--- src/sv/qde_pkg.sv ---
// Shared types, constants and the quadrature transition table for the
// detent event queue. No dependencies.
package qde_pkg;

   localparam int RING_SLOTS = 16;
   localparam int SLOT_W     = $clog2(RING_SLOTS);
   localparam int FILL_W     = 4;
   localparam int CNT_W      = 5;
   localparam int SPD_W      = 4;

   localparam logic [SPD_W-1:0] SPD_RESET = 4'd4;

   typedef enum logic [1:0] {
      FUNC_SAMPLE = 2'd0,
      FUNC_POP    = 2'd1,
      FUNC_RESYNC = 2'd2,
      FUNC_NONE   = 2'd3
   } func_type;

   typedef struct packed {
      logic              event_valid;
      logic              event_dropped;
      logic [FILL_W-1:0] queued_count;
   } result_type;

   // index = old phase * 4 + new phase
   function automatic logic signed [1:0] step_of_move(input logic [3:0] idx);
      logic signed [1:0] step;
      case (idx)
         4'd1, 4'd7, 4'd8, 4'd14:  step = -2'sd1;
         4'd2, 4'd4, 4'd11, 4'd13: step = 2'sd1;
         default:                  step = 2'sd0;
      endcase
      return step;
   endfunction

endpackage

--- src/sv/qde_ram.sv ---
// Generic single-write, single-read synchronous RAM with registered read
// and read enable. No dependencies.
module qde_ram #(
   parameter int WIDTH = 1,
   parameter int DEPTH = 16
) (
   input  logic                     clock,
   input  logic                     wr_en,
   input  logic [$clog2(DEPTH)-1:0] wr_addr,
   input  logic [WIDTH-1:0]         wr_data,
   input  logic                     rd_en,
   input  logic [$clog2(DEPTH)-1:0] rd_addr,
   output logic [WIDTH-1:0]         rd_data
);

   logic [WIDTH-1:0] mem_ff [DEPTH];
   logic [WIDTH-1:0] rd_data_ff;

   always_ff @(posedge clock) begin
      if (wr_en) begin
         mem_ff[wr_addr] <= wr_data;
      end
      if (rd_en) begin
         rd_data_ff <= mem_ff[rd_addr];
      end
   end

   assign rd_data = rd_data_ff;

endmodule

--- src/sv/qde_step.sv ---
// Per-item state update: phase decode, step count, ring pointers and
// ring RAM access. Depends on qde_pkg.
module qde_step (
   input  logic                       clock,
   input  logic                       reset,
   input  logic                       accept,
   input  logic [1:0]                 func,
   input  logic                       clk_level,
   input  logic                       dt_level,
   input  logic [qde_pkg::SPD_W-1:0]  detent_steps,
   output logic                       ram_wr_en,
   output logic [qde_pkg::SLOT_W-1:0] ram_wr_addr,
   output logic                       ram_wr_data,
   output logic                       ram_rd_en,
   output logic [qde_pkg::SLOT_W-1:0] ram_rd_addr,
   output qde_pkg::result_type        result
);

   localparam logic [qde_pkg::SLOT_W-1:0] SLOT_LAST = qde_pkg::SLOT_W'(qde_pkg::RING_SLOTS - 1);
   localparam logic [qde_pkg::SLOT_W:0]   SLOTS_EXT = (qde_pkg::SLOT_W+1)'(qde_pkg::RING_SLOTS);

   logic [1:0]                        phase_ff, phase_in;
   logic signed [qde_pkg::CNT_W-1:0]  count_ff, count_in;
   logic [qde_pkg::SLOT_W-1:0]        wslot_ff, wslot_in;
   logic [qde_pkg::SLOT_W-1:0]        rslot_ff, rslot_in;

   logic [1:0]                        phase;
   logic signed [qde_pkg::CNT_W:0]    limit;
   logic signed [qde_pkg::CNT_W:0]    sum;
   logic [qde_pkg::SLOT_W-1:0]        wslot_next, rslot_next;
   logic [qde_pkg::SLOT_W:0]          fill;
   logic                              push_right, push_left, full;

   assign phase = {clk_level, dt_level};
   assign limit = (detent_steps == '0) ? (qde_pkg::CNT_W+1)'(1)
                : $signed({{(qde_pkg::CNT_W+1-qde_pkg::SPD_W){1'b0}}, detent_steps});
   assign sum = (qde_pkg::CNT_W+1)'(count_ff)
              + (qde_pkg::CNT_W+1)'(qde_pkg::step_of_move({phase_ff, phase}));
   assign push_right = (sum >= limit);
   assign push_left  = (sum <= -limit);

   assign wslot_next = (wslot_ff == SLOT_LAST) ? '0 : wslot_ff + 1'b1;
   assign rslot_next = (rslot_ff == SLOT_LAST) ? '0 : rslot_ff + 1'b1;
   assign full       = (wslot_next == rslot_ff);

   always_comb begin
      phase_in             = phase_ff;
      count_in             = count_ff;
      wslot_in             = wslot_ff;
      rslot_in             = rslot_ff;
      ram_wr_en            = 1'b0;
      ram_wr_data          = push_left;
      ram_rd_en            = 1'b0;
      result.event_valid   = 1'b0;
      result.event_dropped = 1'b0;
      if (accept) begin
         unique case (qde_pkg::func_type'(func))
            qde_pkg::FUNC_SAMPLE: begin
               if (phase != phase_ff) begin
                  phase_in = phase;
                  count_in = qde_pkg::CNT_W'(sum);
                  if (push_right || push_left) begin
                     count_in = '0;
                     if (full) begin
                        result.event_dropped = 1'b1;
                     end else begin
                        ram_wr_en = 1'b1;
                        wslot_in  = wslot_next;
                     end
                  end
               end
            end
            qde_pkg::FUNC_POP: begin
               if (rslot_ff != wslot_ff) begin
                  result.event_valid = 1'b1;
                  ram_rd_en          = 1'b1;
                  rslot_in           = rslot_next;
               end
            end
            qde_pkg::FUNC_RESYNC: begin
               phase_in = phase;
               count_in = '0;
               wslot_in = '0;
               rslot_in = '0;
            end
            default: begin
            end
         endcase
      end
      fill = (wslot_in >= rslot_in)
           ? {1'b0, wslot_in} - {1'b0, rslot_in}
           : {1'b0, wslot_in} + SLOTS_EXT - {1'b0, rslot_in};
      result.queued_count = qde_pkg::FILL_W'(fill);
   end

   assign ram_wr_addr = wslot_ff;
   assign ram_rd_addr = rslot_ff;

   always_ff @(posedge clock) begin
      if (reset) begin
         phase_ff <= '0;
         count_ff <= '0;
         wslot_ff <= '0;
         rslot_ff <= '0;
      end else begin
         phase_ff <= phase_in;
         count_ff <= count_in;
         wslot_ff <= wslot_in;
         rslot_ff <= rslot_in;
      end
   end

endmodule

--- src/sv/quadrature_detent_event_queue_core.sv ---
// Quadrature detent event queue top: config register, state update, ring RAM
// and two-entry result pipeline. Depends on qde_pkg, qde_step and qde_ram.
// Result path: the ring RAM read and the s1 register, then the output register that drives rsp_valid.
// Throughput: 1 item per cycle while rsp_stall is low; the result pipeline holds two items under rsp_stall.
// Reset: synchronous; clears phase, step count, ring pointers and pipeline valids
// and loads the detent threshold with 4. Ring RAM contents are not cleared.
module quadrature_detent_event_queue_core (
   input  logic                              clock,
   input  logic                              reset,
   input  logic                              req_valid,
   output logic                              req_stall,
   input  logic [1:0]                        req_func,
   input  logic                              req_clk_level,
   input  logic                              req_dt_level,
   output logic                              rsp_valid,
   input  logic                              rsp_stall,
   output logic                              rsp_event_valid,
   output logic                              rsp_event_left,
   output logic                              rsp_event_dropped,
   output logic [qde_pkg::FILL_W-1:0]        rsp_queued_count,
   input  logic                              csr_valid,
   output logic                              csr_ready,
   input  logic [qde_pkg::SPD_W-1:0]         csr_data
);

   logic [qde_pkg::SPD_W-1:0]  spd_ff, spd_in;
   logic                       s1_valid_ff, s1_valid_in;
   qde_pkg::result_type        s1_res_ff;
   logic                       out_valid_ff, out_valid_in;
   qde_pkg::result_type        out_res_ff;
   logic                       out_left_ff;

   logic                       accept, s1_move;
   qde_pkg::result_type        step_res;
   logic                       ram_wr_en, ram_wr_data, ram_rd_en, ram_rd_data;
   logic [qde_pkg::SLOT_W-1:0] ram_wr_addr, ram_rd_addr;

   assign csr_ready = 1'b1;
   assign spd_in    = (csr_valid && csr_ready) ? csr_data : spd_ff;

   assign s1_move   = !out_valid_ff || !rsp_stall;
   assign req_stall = s1_valid_ff && !s1_move;
   assign accept    = req_valid && !req_stall;

   qde_step u_step (
      .clock        (clock),
      .reset        (reset),
      .accept       (accept),
      .func         (req_func),
      .clk_level    (req_clk_level),
      .dt_level     (req_dt_level),
      .detent_steps (spd_ff),
      .ram_wr_en    (ram_wr_en),
      .ram_wr_addr  (ram_wr_addr),
      .ram_wr_data  (ram_wr_data),
      .ram_rd_en    (ram_rd_en),
      .ram_rd_addr  (ram_rd_addr),
      .result       (step_res)
   );

   qde_ram #(
      .WIDTH (1),
      .DEPTH (qde_pkg::RING_SLOTS)
   ) u_ring (
      .clock   (clock),
      .wr_en   (ram_wr_en),
      .wr_addr (ram_wr_addr),
      .wr_data (ram_wr_data),
      .rd_en   (ram_rd_en),
      .rd_addr (ram_rd_addr),
      .rd_data (ram_rd_data)
   );

   always_comb begin
      s1_valid_in  = s1_valid_ff;
      out_valid_in = out_valid_ff;
      if (s1_move) begin
         out_valid_in = s1_valid_ff;
         s1_valid_in  = 1'b0;
      end
      if (accept) begin
         s1_valid_in = 1'b1;
      end
   end

   always_ff @(posedge clock) begin
      if (reset) begin
         spd_ff       <= qde_pkg::SPD_RESET;
         s1_valid_ff  <= 1'b0;
         out_valid_ff <= 1'b0;
      end else begin
         spd_ff       <= spd_in;
         s1_valid_ff  <= s1_valid_in;
         out_valid_ff <= out_valid_in;
      end
   end

   // RAM read data is held by its read enable until s1 moves on
   always_ff @(posedge clock) begin
      if (accept) begin
         s1_res_ff <= step_res;
      end
      if (s1_move && s1_valid_ff) begin
         out_res_ff  <= s1_res_ff;
         out_left_ff <= s1_res_ff.event_valid & ram_rd_data;
      end
   end

   assign rsp_valid         = out_valid_ff;
   assign rsp_event_valid   = out_res_ff.event_valid;
   assign rsp_event_left    = out_left_ff;
   assign rsp_event_dropped = out_res_ff.event_dropped;
   assign rsp_queued_count  = out_res_ff.queued_count;

endmodule

--- config.mk ---
export PLATFORM = sky130hd
export DESIGN_NAME = quadrature_detent_event_queue_core
export DESIGN_NICKNAME = d
export VERILOG_FILES = /design/src/sv/qde_pkg.sv /design/src/sv/qde_ram.sv /design/src/sv/qde_step.sv /design/src/sv/quadrature_detent_event_queue_core.sv
export SDC_FILE = /design/constraint.sdc
export NUM_CORES = 1
export LEC_CHECK = 0
export ABC_AREA = 1
export BUFFER_PORTS_ARGS = -buffer_cell sky130_fd_sc_hd__buf_2
export CAP_MARGIN = 0
export CORE_ASPECT_RATIO = 0.8
export CORE_MARGIN = 3
export CORE_UTILIZATION = 50
export CTS_BUF_LIST = sky130_fd_sc_hd__clkbuf_16
export DETAILED_ROUTE_END_ITERATION = 8
export PLACE_DENSITY = 0.68
export SYNTH_ARGS = -nofsm -noshare
export SYNTH_HDL_FRONTEND = slang
export SYNTH_SLANG_ARGS = --single-unit
--- constraint.sdc ---
create_clock -name clock -period 5.5 [get_ports clock]
set_input_delay 0.55 -clock clock [delete_from_list [all_inputs] [get_ports clock]]
set_output_delay 0.55 -clock clock [all_outputs]
set_load 0.005 [all_outputs]
==> results of run 1 <==
layout by cell type, fill, tap and decap left out, drive strengths merged:
master	count
a21boi	1
a21oi	24
a22oi	1
a31oi	1
a32oi	1
buf	22
bufinv	1
clkbuf	5
clkinv	2
conb	2
dfxtp	21
edfxtp	30
fa	1
ha	29
inv	58
nand2	77
nand3	18
nand3b	1
nor2	48
nor3	8
nor4	1
o211ai	2
o21a	1
o21ai	29
o221ai	1
o22ai	3
or2	1
xnor2	6
xor2	7
final cells by class:
cell class / count / area share
clock buffers: 5 / 0.03568
clock inverters: 3 / 0.01213
repair buffers: 22 / 0.03211
multi-input cells: 263 / 0.4520
inverters: 58 / 0.06243
well taps: 81 / 0.02890
flip-flops and latches: 51 / 0.3767
per-layer routing:
metal  vias to the layer above  part of all wire  GRT usage  routed length [um]
met1                      1122              0.49     0.2643                3015
met2                        40              0.46     0.2871                2861
li1                       1276                 -          -                   -
met5                         -                 0          0                   0
met3                         5             0.047    0.04118                 292
met4                         0            0.0061    0.03890                  38
report_power, final:
| group | switching, W | leakage (nW) | internal (W) |
|---|---|---|---|
| registers | 0.0000113 | 0.452 | 0.000435 |
| clock network | 0.000134 | 0.0818 | 0.000215 |
| logic | 0.000138 | 1.06 | 0.0000765 |
registers in the layout, summed over array words and instances (netlist names):
register / cells
u_step.ram_rd_addr: 4
u_step.ram_wr_addr: 4
u_ring.mem_ff: 16
u_step.phase_ff: 2
rsp_queued_count: 4
s1_valid_ff: 1
u_step.count_ff: 5
spd_ff: 4
rsp_event_left: 1
rsp_event_valid: 1
rsp_event_dropped: 1
s1_res_ff: 6
u_ring.rd_data: 1
rsp_valid: 1
critical path, stage by stage:
cell and delay, ns:
sky130_fd_sc_hd__buf_2 0.12, sky130_fd_sc_hd__inv_1 0.08, sky130_fd_sc_hd__ha_1 0.32, sky130_fd_sc_hd__xnor2_1 0.17, sky130_fd_sc_hd__xor2_1 0.16, sky130_fd_sc_hd__inv_1 0.06, sky130_fd_sc_hd__ha_1 0.20, sky130_fd_sc_hd__fa_1 0.43
sky130_fd_sc_hd__xor2_1 0.28, sky130_fd_sc_hd__ha_1 0.28, sky130_fd_sc_hd__nand2_1 0.08, sky130_fd_sc_hd__o21ai_0 0.09, sky130_fd_sc_hd__nand2_1 0.07, sky130_fd_sc_hd__nand2_1 0.05, sky130_fd_sc_hd__nand3_1 0.07, sky130_fd_sc_hd__nand2_2 0.08
sky130_fd_sc_hd__nand2_4 0.09, sky130_fd_sc_hd__nand3_2 0.09, sky130_fd_sc_hd__o21ai_0 0.17, sky130_fd_sc_hd__nand3_1 0.09, sky130_fd_sc_hd__o21ai_1 0.14, sky130_fd_sc_hd__inv_1 0.07, sky130_fd_sc_hd__ha_1 0.31, sky130_fd_sc_hd__a21oi_1 0.18
sky130_fd_sc_hd__xnor2_1 0.13, sky130_fd_sc_hd__inv_1 0.08, sky130_fd_sc_hd__xor2_2 0.17
cells by family after synthesis:
kind of cell               Yosys count  share of synthesized area
other                                2                   0.002376
DFF                                 51                     0.4180
xor gates and xnor gates            13                    0.04315
AOI/OAI and AO/OA                   64                     0.1152
buffers and inverters               64                    0.08036
adders and majority gates           30                     0.1211
and+or+nand+nor                    154                     0.2197
synthesized netlist by cell type (all sizes together) (6+ instances only):
master	count	area [sq um]
o21ai	29	156.4
nand2	77	324.1
ha	29	362.9
xor2	7	83.83
inv	57	214.0
edfxtp	30	900.9
dfxtp	21	420.4
xnor2	6	52.55
nand3	18	115.1
nor2	48	185.2
nor3	8	50.05
a21oi	24	127.6
how the worst max path moves through the flow:
stage             startpoint                      to  slack (ns)  depth (start not counted)
2_1_floorplan  req_clk_level  s1_res_ff[3]$_DFFE_PP_        1.13                         27
5_1_grt        req_clk_level  s1_res_ff[3]$_DFFE_PP_        0.45                         28
3_3_place_gp   req_clk_level  s1_res_ff[3]$_DFFE_PP_        0.74                         26
3_5_place_dp   req_clk_level  s1_res_ff[3]$_DFFE_PP_        0.64                         28
4_1_cts        req_clk_level  s1_res_ff[3]$_DFFE_PP_        0.94                         28
6_report       req_clk_level  s1_res_ff[3]$_DFFE_PP_        0.96                         27
through the flow:
step                       power, W  instance area, sq um  setup slack [ns]  utilization  hold WS [ns]
final                      0.001009                  3507            0.9551       0.5840        0.4197
after global routing       0.001068                  3507            0.4536       0.5840        0.4314
after CTS                  0.001017                  3507            0.9405       0.5840        0.4202
after detailed placement  0.0006683                  3339            0.6441       0.5560        0.4045
after global placement    0.0006639                  3339            0.7401       0.5560        0.4025
after floorplan           0.0006150                  3161             1.135            -        0.4003
==> results by stage, run 1 <==
Logic synthesis:
- The post-synth design cell area is around 0.0032 sq mm.
- After technology mapping, the gate count stands at 378.
- The number of synthesized flops with an enable pin is 30.
- Each instance of the synthesized netlist takes up on average 8.361 sq um.
- Counting distinct cell types in the post-synthesis netlist gives 40.
- Synthesis inferred 51 register bits.
- Counting every net in the synthesized netlist gives about 420.
- The number of synthesis warnings is 0.
- The share of synthesized registers carrying an async set or reset is 0.
- The most instantiated flip-flop cell in the synthesis netlist is sky130_fd_sc_hd__edfxtp_1.
- The share of synthesized area occupied by flip-flops and latches is 0.4181.

Route:
- The post-detailed-route DRC marker count is 0.
- The average vias per placed instance is between 5 and 6.
- The average routed wire per standard cell is 12.85 um.
- The iteration-0 DRC count of the detailed router is 197.
- The detail route stage leaves a number of antenna-violating nets equal to 0.
- The number of vias after detailed routing is 2443.
- After detailed routing, the total wire length is 6208 um.
- The number of iterations in the first detailed-routing pass is 4.

Finish:
- At the end of the flow, the number of nets in the layout was between 400 and 500.
- Excluding fillers, the count of instances in the completed layout stands at 483.
- Compared with the post-synthesis result, the final layout area differs by 10.97%.
- The sequential cell area in the final layout is 0.001321 sq mm.
- The share of final-layout standard cells stronger than drive strength 1 is 0.1642.
- The multi-input gate area in the final layout is about 0.0016 sq mm.
- The number of filler cells placed in the layout is 573.
- The number of antenna diodes in the final layout is 0.

Timing:
- Setup violations remaining at the end of the flow were counted as 0.
- The relative slew slack is 0.5674.
- Adding up every negative setup slack in the final design gives 0 ns.
- The max-slew violation total from the final report is 0.
- At the pin with the least slew margin, the transition time is 0.6490 ns.
- After layout, the minimum clock period comes to 4.545 ns.
- The final setup skew is roughly 0.0049 ns.
- The fraction of the cycle the final worst path needs is 0.8263.
- Setup repair after global routing left no endpoint under its margin.
- The count of endpoints failing hold in the final timing report was 0.
- The timing-limited maximum frequency is about 220 MHz.

Clock network:
- The CTS sink count is 51.
- The number of setup buffers added after CTS is 0.
- The maximum clock path buffer count is 2.
- TritonCTS built the clock tree.
- The root buffer cell chosen for the clock tree is sky130_fd_sc_hd__clkbuf_16.
- The clock reaches the later pin of the worst-skew pair after between 0.2 and 0.3 ns.
- The post-CTS resize count is 0.
- The H-tree was split into 2 levels.
- In this run, CTS created clock tree buffers numbering 5.
- Buffers inserted to repair hold after CTS numbered 0.
- The clock-pin transition on the worst setup and hold timing paths is 0.07 ns.

Critical path:
- The largest driver fanout on the critical path is 5.
- The critical path launch point type is a primary input.
- STA classifies the critical path endpoint as a flip-flop.
- The worst path required time is 5.54 ns.
- The launching point of the worst reg2reg path is u_step.phase_ff[0]$_SDFFE_PP0P_.
- The end of the worst register-to-register path is s1_res_ff[3]$_DFFE_PP_.
- Across all register-to-register paths, the minimum setup slack is 1.17 ns.
- The arrival time reported for the critical path endpoint is ~4.6 ns.
- The kind of critical path is primary input to flip-flop.
- The number of cells on the worst reg-to-reg path is 26.

Global route:
- Entering global routing, the biggest net connects 18 pins.
- Summed over all layers, the global routing overflow is 0.
- In the global route stage, overall resource usage came out at 0.1851.
- The first global-routing pass estimated 10700 um of wire.
- The number of global-route vias before repair is 2296.
- The initial antenna violation count was 0.

Placement:
- The final weighted congestion in routability-driven placement is 0.8336.
- Port buffering added 21 buffers.
- Once placement completed, the tool counted placed cells totaling about 480.
- The post-DP HPWL is 4817 um.

Worst hold path:
- The worst hold-check path type is flip-flop to flip-flop.
- The cell depth of the worst hold path is 0.
- The worst hold path terminates at rsp_queued_count[0]$_DFFE_PP_.
- The startpoint identified for the worst hold timing path is s1_res_ff[0]$_DFFE_PP_.

Outcome:
- The run finished with clean final reports.

Die:
- The core region is between 0.006 and 0.007 sq mm.
- The floorplan die area is approximately 0.0073 sq mm.
- The vertical extent of the die is 77.11 um.
- For this configuration, the core starts out at a cell density of 0.5262.
- The floorplan has 25 rows.
- The die width is 94.89 um.
- The count of pins on the block boundary is 23.

Power and ir drop:
- Power spread over the standard cell area amounts to 287.7 mW/mm^2.
- The worst supply voltage drop on vdd is 0.0001363 V.
- For this design the static power due to leakage is 1.590 nW.

Job:
- The max-cap check violation count is 0.
Power figures use the tool's default switching activity.
==> run 2: changes to the inputs <==
==> constraint.sdc (replaced) <==
create_clock -name clock -period 4.35 [get_ports clock]
set_input_delay 0.435 -clock clock [delete_from_list [all_inputs] [get_ports clock]]
set_output_delay 0.435 -clock clock [all_outputs]
set_load 0.005 [all_outputs]
==> results by stage, run 2 (synthesis gave the netlist of run 1 again) <==
Die:
- The number of core rows came to 25 (unchanged).
- The floorplan die area was 0.007317 sq mm (unchanged).
- The die width is 94.89 um (unchanged).
- The initial core utilization is 0.5262 (unchanged).
- The vertical extent of the die came to 77.11 um (unchanged).
- The total core area is 0.006006 sq mm (unchanged).
- The count of pins on the block boundary is 23 (unchanged).

Finish:
- The most common library cell in the layout ignoring fill and taps is sky130_fd_sc_hd__nand2_1 (unchanged).
- The number of antenna cells inserted is 0 (unchanged).
- Most frequent cells in the layout: sky130_fd_sc_hd__nand2_1, sky130_fd_sc_hd__inv_1, sky130_fd_sc_hd__nor2_1, sky130_fd_sc_hd__buf_4, sky130_fd_sc_hd__edfxtp_1 (was sky130_fd_sc_hd__nand2_1, sky130_fd_sc_hd__inv_1, sky130_fd_sc_hd__nor2_1, sky130_fd_sc_hd__edfxtp_1, sky130_fd_sc_hd__ha_1).
- The register ranked first by flip-flop count is u_ring.mem_ff (unchanged).
- The flip-flop count of the largest register after layout came to 16 (unchanged).
- The layout overhead on the synthesized area is 23.59% (was 10.97%).
- The number of nets in the finished design came to 478 (was 444).
- The final standard cell area without fillers is 0.003906 sq mm (was 0.003507 sq mm).
- Top flop regs: u_ring.mem_ff (16), s1_res_ff (6), u_step.count_ff (5) (unchanged).
- The share of final-layout standard cells stronger than drive strength 1 is 0.2752 (was 0.1642).

Power and ir drop:
- The standby leakage power came to 1.759 nW (was 1.590 nW).
- The clock share of power is 0.318 (was 0.345).
- The net switching share of the total power is 0.2855 (was 0.2802).
- The logic gate share of total power is 0.273 (was 0.212).
- The cell internal power dissipation is 0.0009886 W (was 0.0007263 W).
- The overall power is 0.001384 W (was 0.001009 W).
- The power per standard cell area is 354.2 mW/mm^2 (was 287.7 mW/mm^2).
- The worst supply voltage drop on vdd is 0.0001693 V (was 0.0001363 V).
- The net switching component of the power is 0.0003950 W (was 0.0002828 W).
- The sequential share of power is 0.409 (was 0.442).

Timing:
- The fraction of the cycle the final worst path needs is 0.9577.
- The slew at the pin with the worst max-slew slack is 0.6109 ns (was 0.6490 ns).
- The timing-limited maximum frequency is roughly 240 MHz.
- The final count of negative-setup-slack endpoints was 0 (unchanged).
- Counting I/O delays and the setup requirement, the final critical path takes 4.166 ns.
- The final worst hold slack is 0.3769 ns (was 0.4197 ns).
- The max-slew violation total from the final report came to 0 (unchanged).
- The relative slew slack came to 0.5928 (was 0.5674).
- The count of endpoints failing hold in the final timing report is 0 (unchanged).
- The final setup skew is 0.006088 ns (was 0.004871 ns).

Clock network:
- The level count of the clock H-tree is 2 (unchanged).
- The number of buffers added by the clock tree synthesis step is 5 (unchanged).
- The CTS sink count was 51 (unchanged).
- The maximum clock path buffer count was 2 (unchanged).
- The clock-pin transition on the worst setup and hold timing paths was 0.07 ns (about the same).
- The TritonCTS clock tree is yes (unchanged).
- The hold-fix buffer count after cts is 0 (unchanged).
- The clock root buffer is sky130_fd_sc_hd__clkbuf_16 (unchanged).
- The insertion delay of the later-clocked pin in the worst-skew pair is 0.29 ns (about the same).

Critical path:
- The largest driver fanout on the critical path came to 4 (was 5).
- The kind of critical path was primary input to flip-flop (unchanged).
- The critical path launch point type is a primary input (unchanged).
- The critical path capture point type is a flip-flop (unchanged).
- The arrival time reported for the critical path endpoint is 4.21 ns (was 4.59 ns).
- The worst path required time is 4.39 ns (was 5.54 ns).

Job:
- The max-cap check violation count came to 0 (unchanged).

Route:
- The iteration-0 DRC count of the detailed router is 207 (was 197).
- The uppermost layer routed is met4 (unchanged).
- The average vias per placed instance is 5.033 (was 5.058).
- The total wire length is 6874 um (was 6208 um).
- The post-detailed-route DRC marker count is 0 (unchanged).
- The average routed wire per standard cell was 13.30 um (was 12.85 um).
- The wire length the detailed router placed on met1 is 3255 um (was 3015 um).
- The length of routed met3 wiring is 461 um (was 292 um).
- The met2 routed wirelength was 3052 um (was 2861 um).
- The count of antenna-violating nets left after detailed routing is 0 (unchanged).
- The number of iterations in the first detailed-routing pass is 4 (unchanged).
- The number of vias after detailed routing was 2602 (was 2443).

Global route:
- The total grt overflow is 0 (unchanged).
- The pin count of the biggest net entering global routing is 18 (unchanged).
- The initial antenna violation count is 0 (unchanged).
- The overall routing resource usage came to 0.1980 (was 0.1851).
- The global-route wire length before repair is 11510 um (was 10700 um).
- The number of global-route vias before repair is 2519 (was 2296).

Placement:
- The final weighted congestion in routability-driven placement came to 0.9032 (was 0.8336).
- The instance area at placement was 0.003557 sq mm (was 0.003339 sq mm).
- The post-DP HPWL came to 5125 um (was 4817 um).
- The number of buffers added on ports is 21 (unchanged).

Worst hold path:
- The worst hold-check path type is primary input to flip-flop (was flip-flop to flip-flop).

Outcome:
- Outcome: complete, no violations (unchanged).
-- run 2: cell types whose count changed in the layout (fill, tap and decap cells not counted), sizes merged --
cell / previous run / this run
clkinvlp: 0 / 1
clkinv: 2 / 1
buf: 22 / 56
-- run 2: final cells by class --
class	count	area, sq um
Clock buffer	5	125.1
Clock inverter	3	41.29
Fill cell	506	2100
Inverter	58	221.5
Multi-Input combinational cell	263	1728
Sequential cell	51	1321
Tap cell	81	101.3
Timing Repair Buffer	56	367.9
-- run 2: final timing paths --
kind,startpoint,slack (ns),cells past startpoint,endpoint
hold / removal,csr_data[0],0.38,3,spd_ff[0]$_SDFFE_PP0P_
hold reg to reg,s1_res_ff[2]$_DFFE_PP_,0.42,0,rsp_queued_count[2]$_DFFE_PP_
setup reg to reg,u_step.phase_ff[0]$_SDFFE_PP0P_,0.28,24,s1_res_ff[3]$_DFFE_PP_
setup / recovery,req_dt_level,0.18,26,s1_res_ff[3]$_DFFE_PP_
-- run 2: worst max-delay path: stages --
cell and delay, ns:
sky130_fd_sc_hd__buf_2 0.08, sky130_fd_sc_hd__inv_1 0.05, sky130_fd_sc_hd__ha_1 0.30, sky130_fd_sc_hd__xnor2_1 0.18
sky130_fd_sc_hd__xor2_1 0.16, sky130_fd_sc_hd__inv_1 0.08, sky130_fd_sc_hd__ha_4 0.17, sky130_fd_sc_hd__fa_2 0.58
sky130_fd_sc_hd__ha_1 0.24, sky130_fd_sc_hd__o21ai_0 0.08, sky130_fd_sc_hd__a21boi_1 0.08, sky130_fd_sc_hd__o21ai_1 0.16
sky130_fd_sc_hd__nand3b_1 0.10, sky130_fd_sc_hd__nand2_2 0.09, sky130_fd_sc_hd__nand2_4 0.08, sky130_fd_sc_hd__nand3_4 0.08
sky130_fd_sc_hd__inv_4 0.05, sky130_fd_sc_hd__nand2_2 0.08, sky130_fd_sc_hd__nor2_2 0.06, sky130_fd_sc_hd__o21ai_2 0.19
sky130_fd_sc_hd__inv_1 0.10, sky130_fd_sc_hd__ha_4 0.23, sky130_fd_sc_hd__a21oi_2 0.15, sky130_fd_sc_hd__xnor2_1 0.14
sky130_fd_sc_hd__inv_1 0.09, sky130_fd_sc_hd__xor2_2 0.17
-- run 2: repair_timing --
item	4_1_cts	5_1_grt
endpoints found under the setup margin	1	2
gates cloned	0	0
resized for setup	4	26
buffers inserted	0	5
pin swaps	0	22
-- run 2: layer usage --
metal,GRT usage,vias to the layer above
li1,-,1350
met2,0.2984,78
met3,0.03529,12
met4,0.06340,0
met1,0.2866,1162
met5,0,-
-- run 2: metrics by stage --
stage,std cells,TNS [ns],util,setup WS (ns)
after CTS,512,0,0.6229,0.05083
after global routing,517,-0.007739,0.6504,-0.007739
after floorplan,378,0,-,0.09961
after global placement,504,-0.2508,0.5923,-0.2508
after detailed placement,504,-0.3009,0.5923,-0.3009
final,517,0,0.6504,0.1839
-- run 2: power by group through the flow --
stage | registers (W) | logic (W) | clock network (W)
finish | 0.000566 | 0.000377 | 0.000440
global route | 0.000569 | 0.000422 | 0.000468
CTS | 0.000566 | 0.000325 | 0.000448
detailed placement | 0.000576 | 0.000319 | 0
global placement | 0.000575 | 0.000312 | 0
floorplan | 0.000570 | 0.000208 | 0
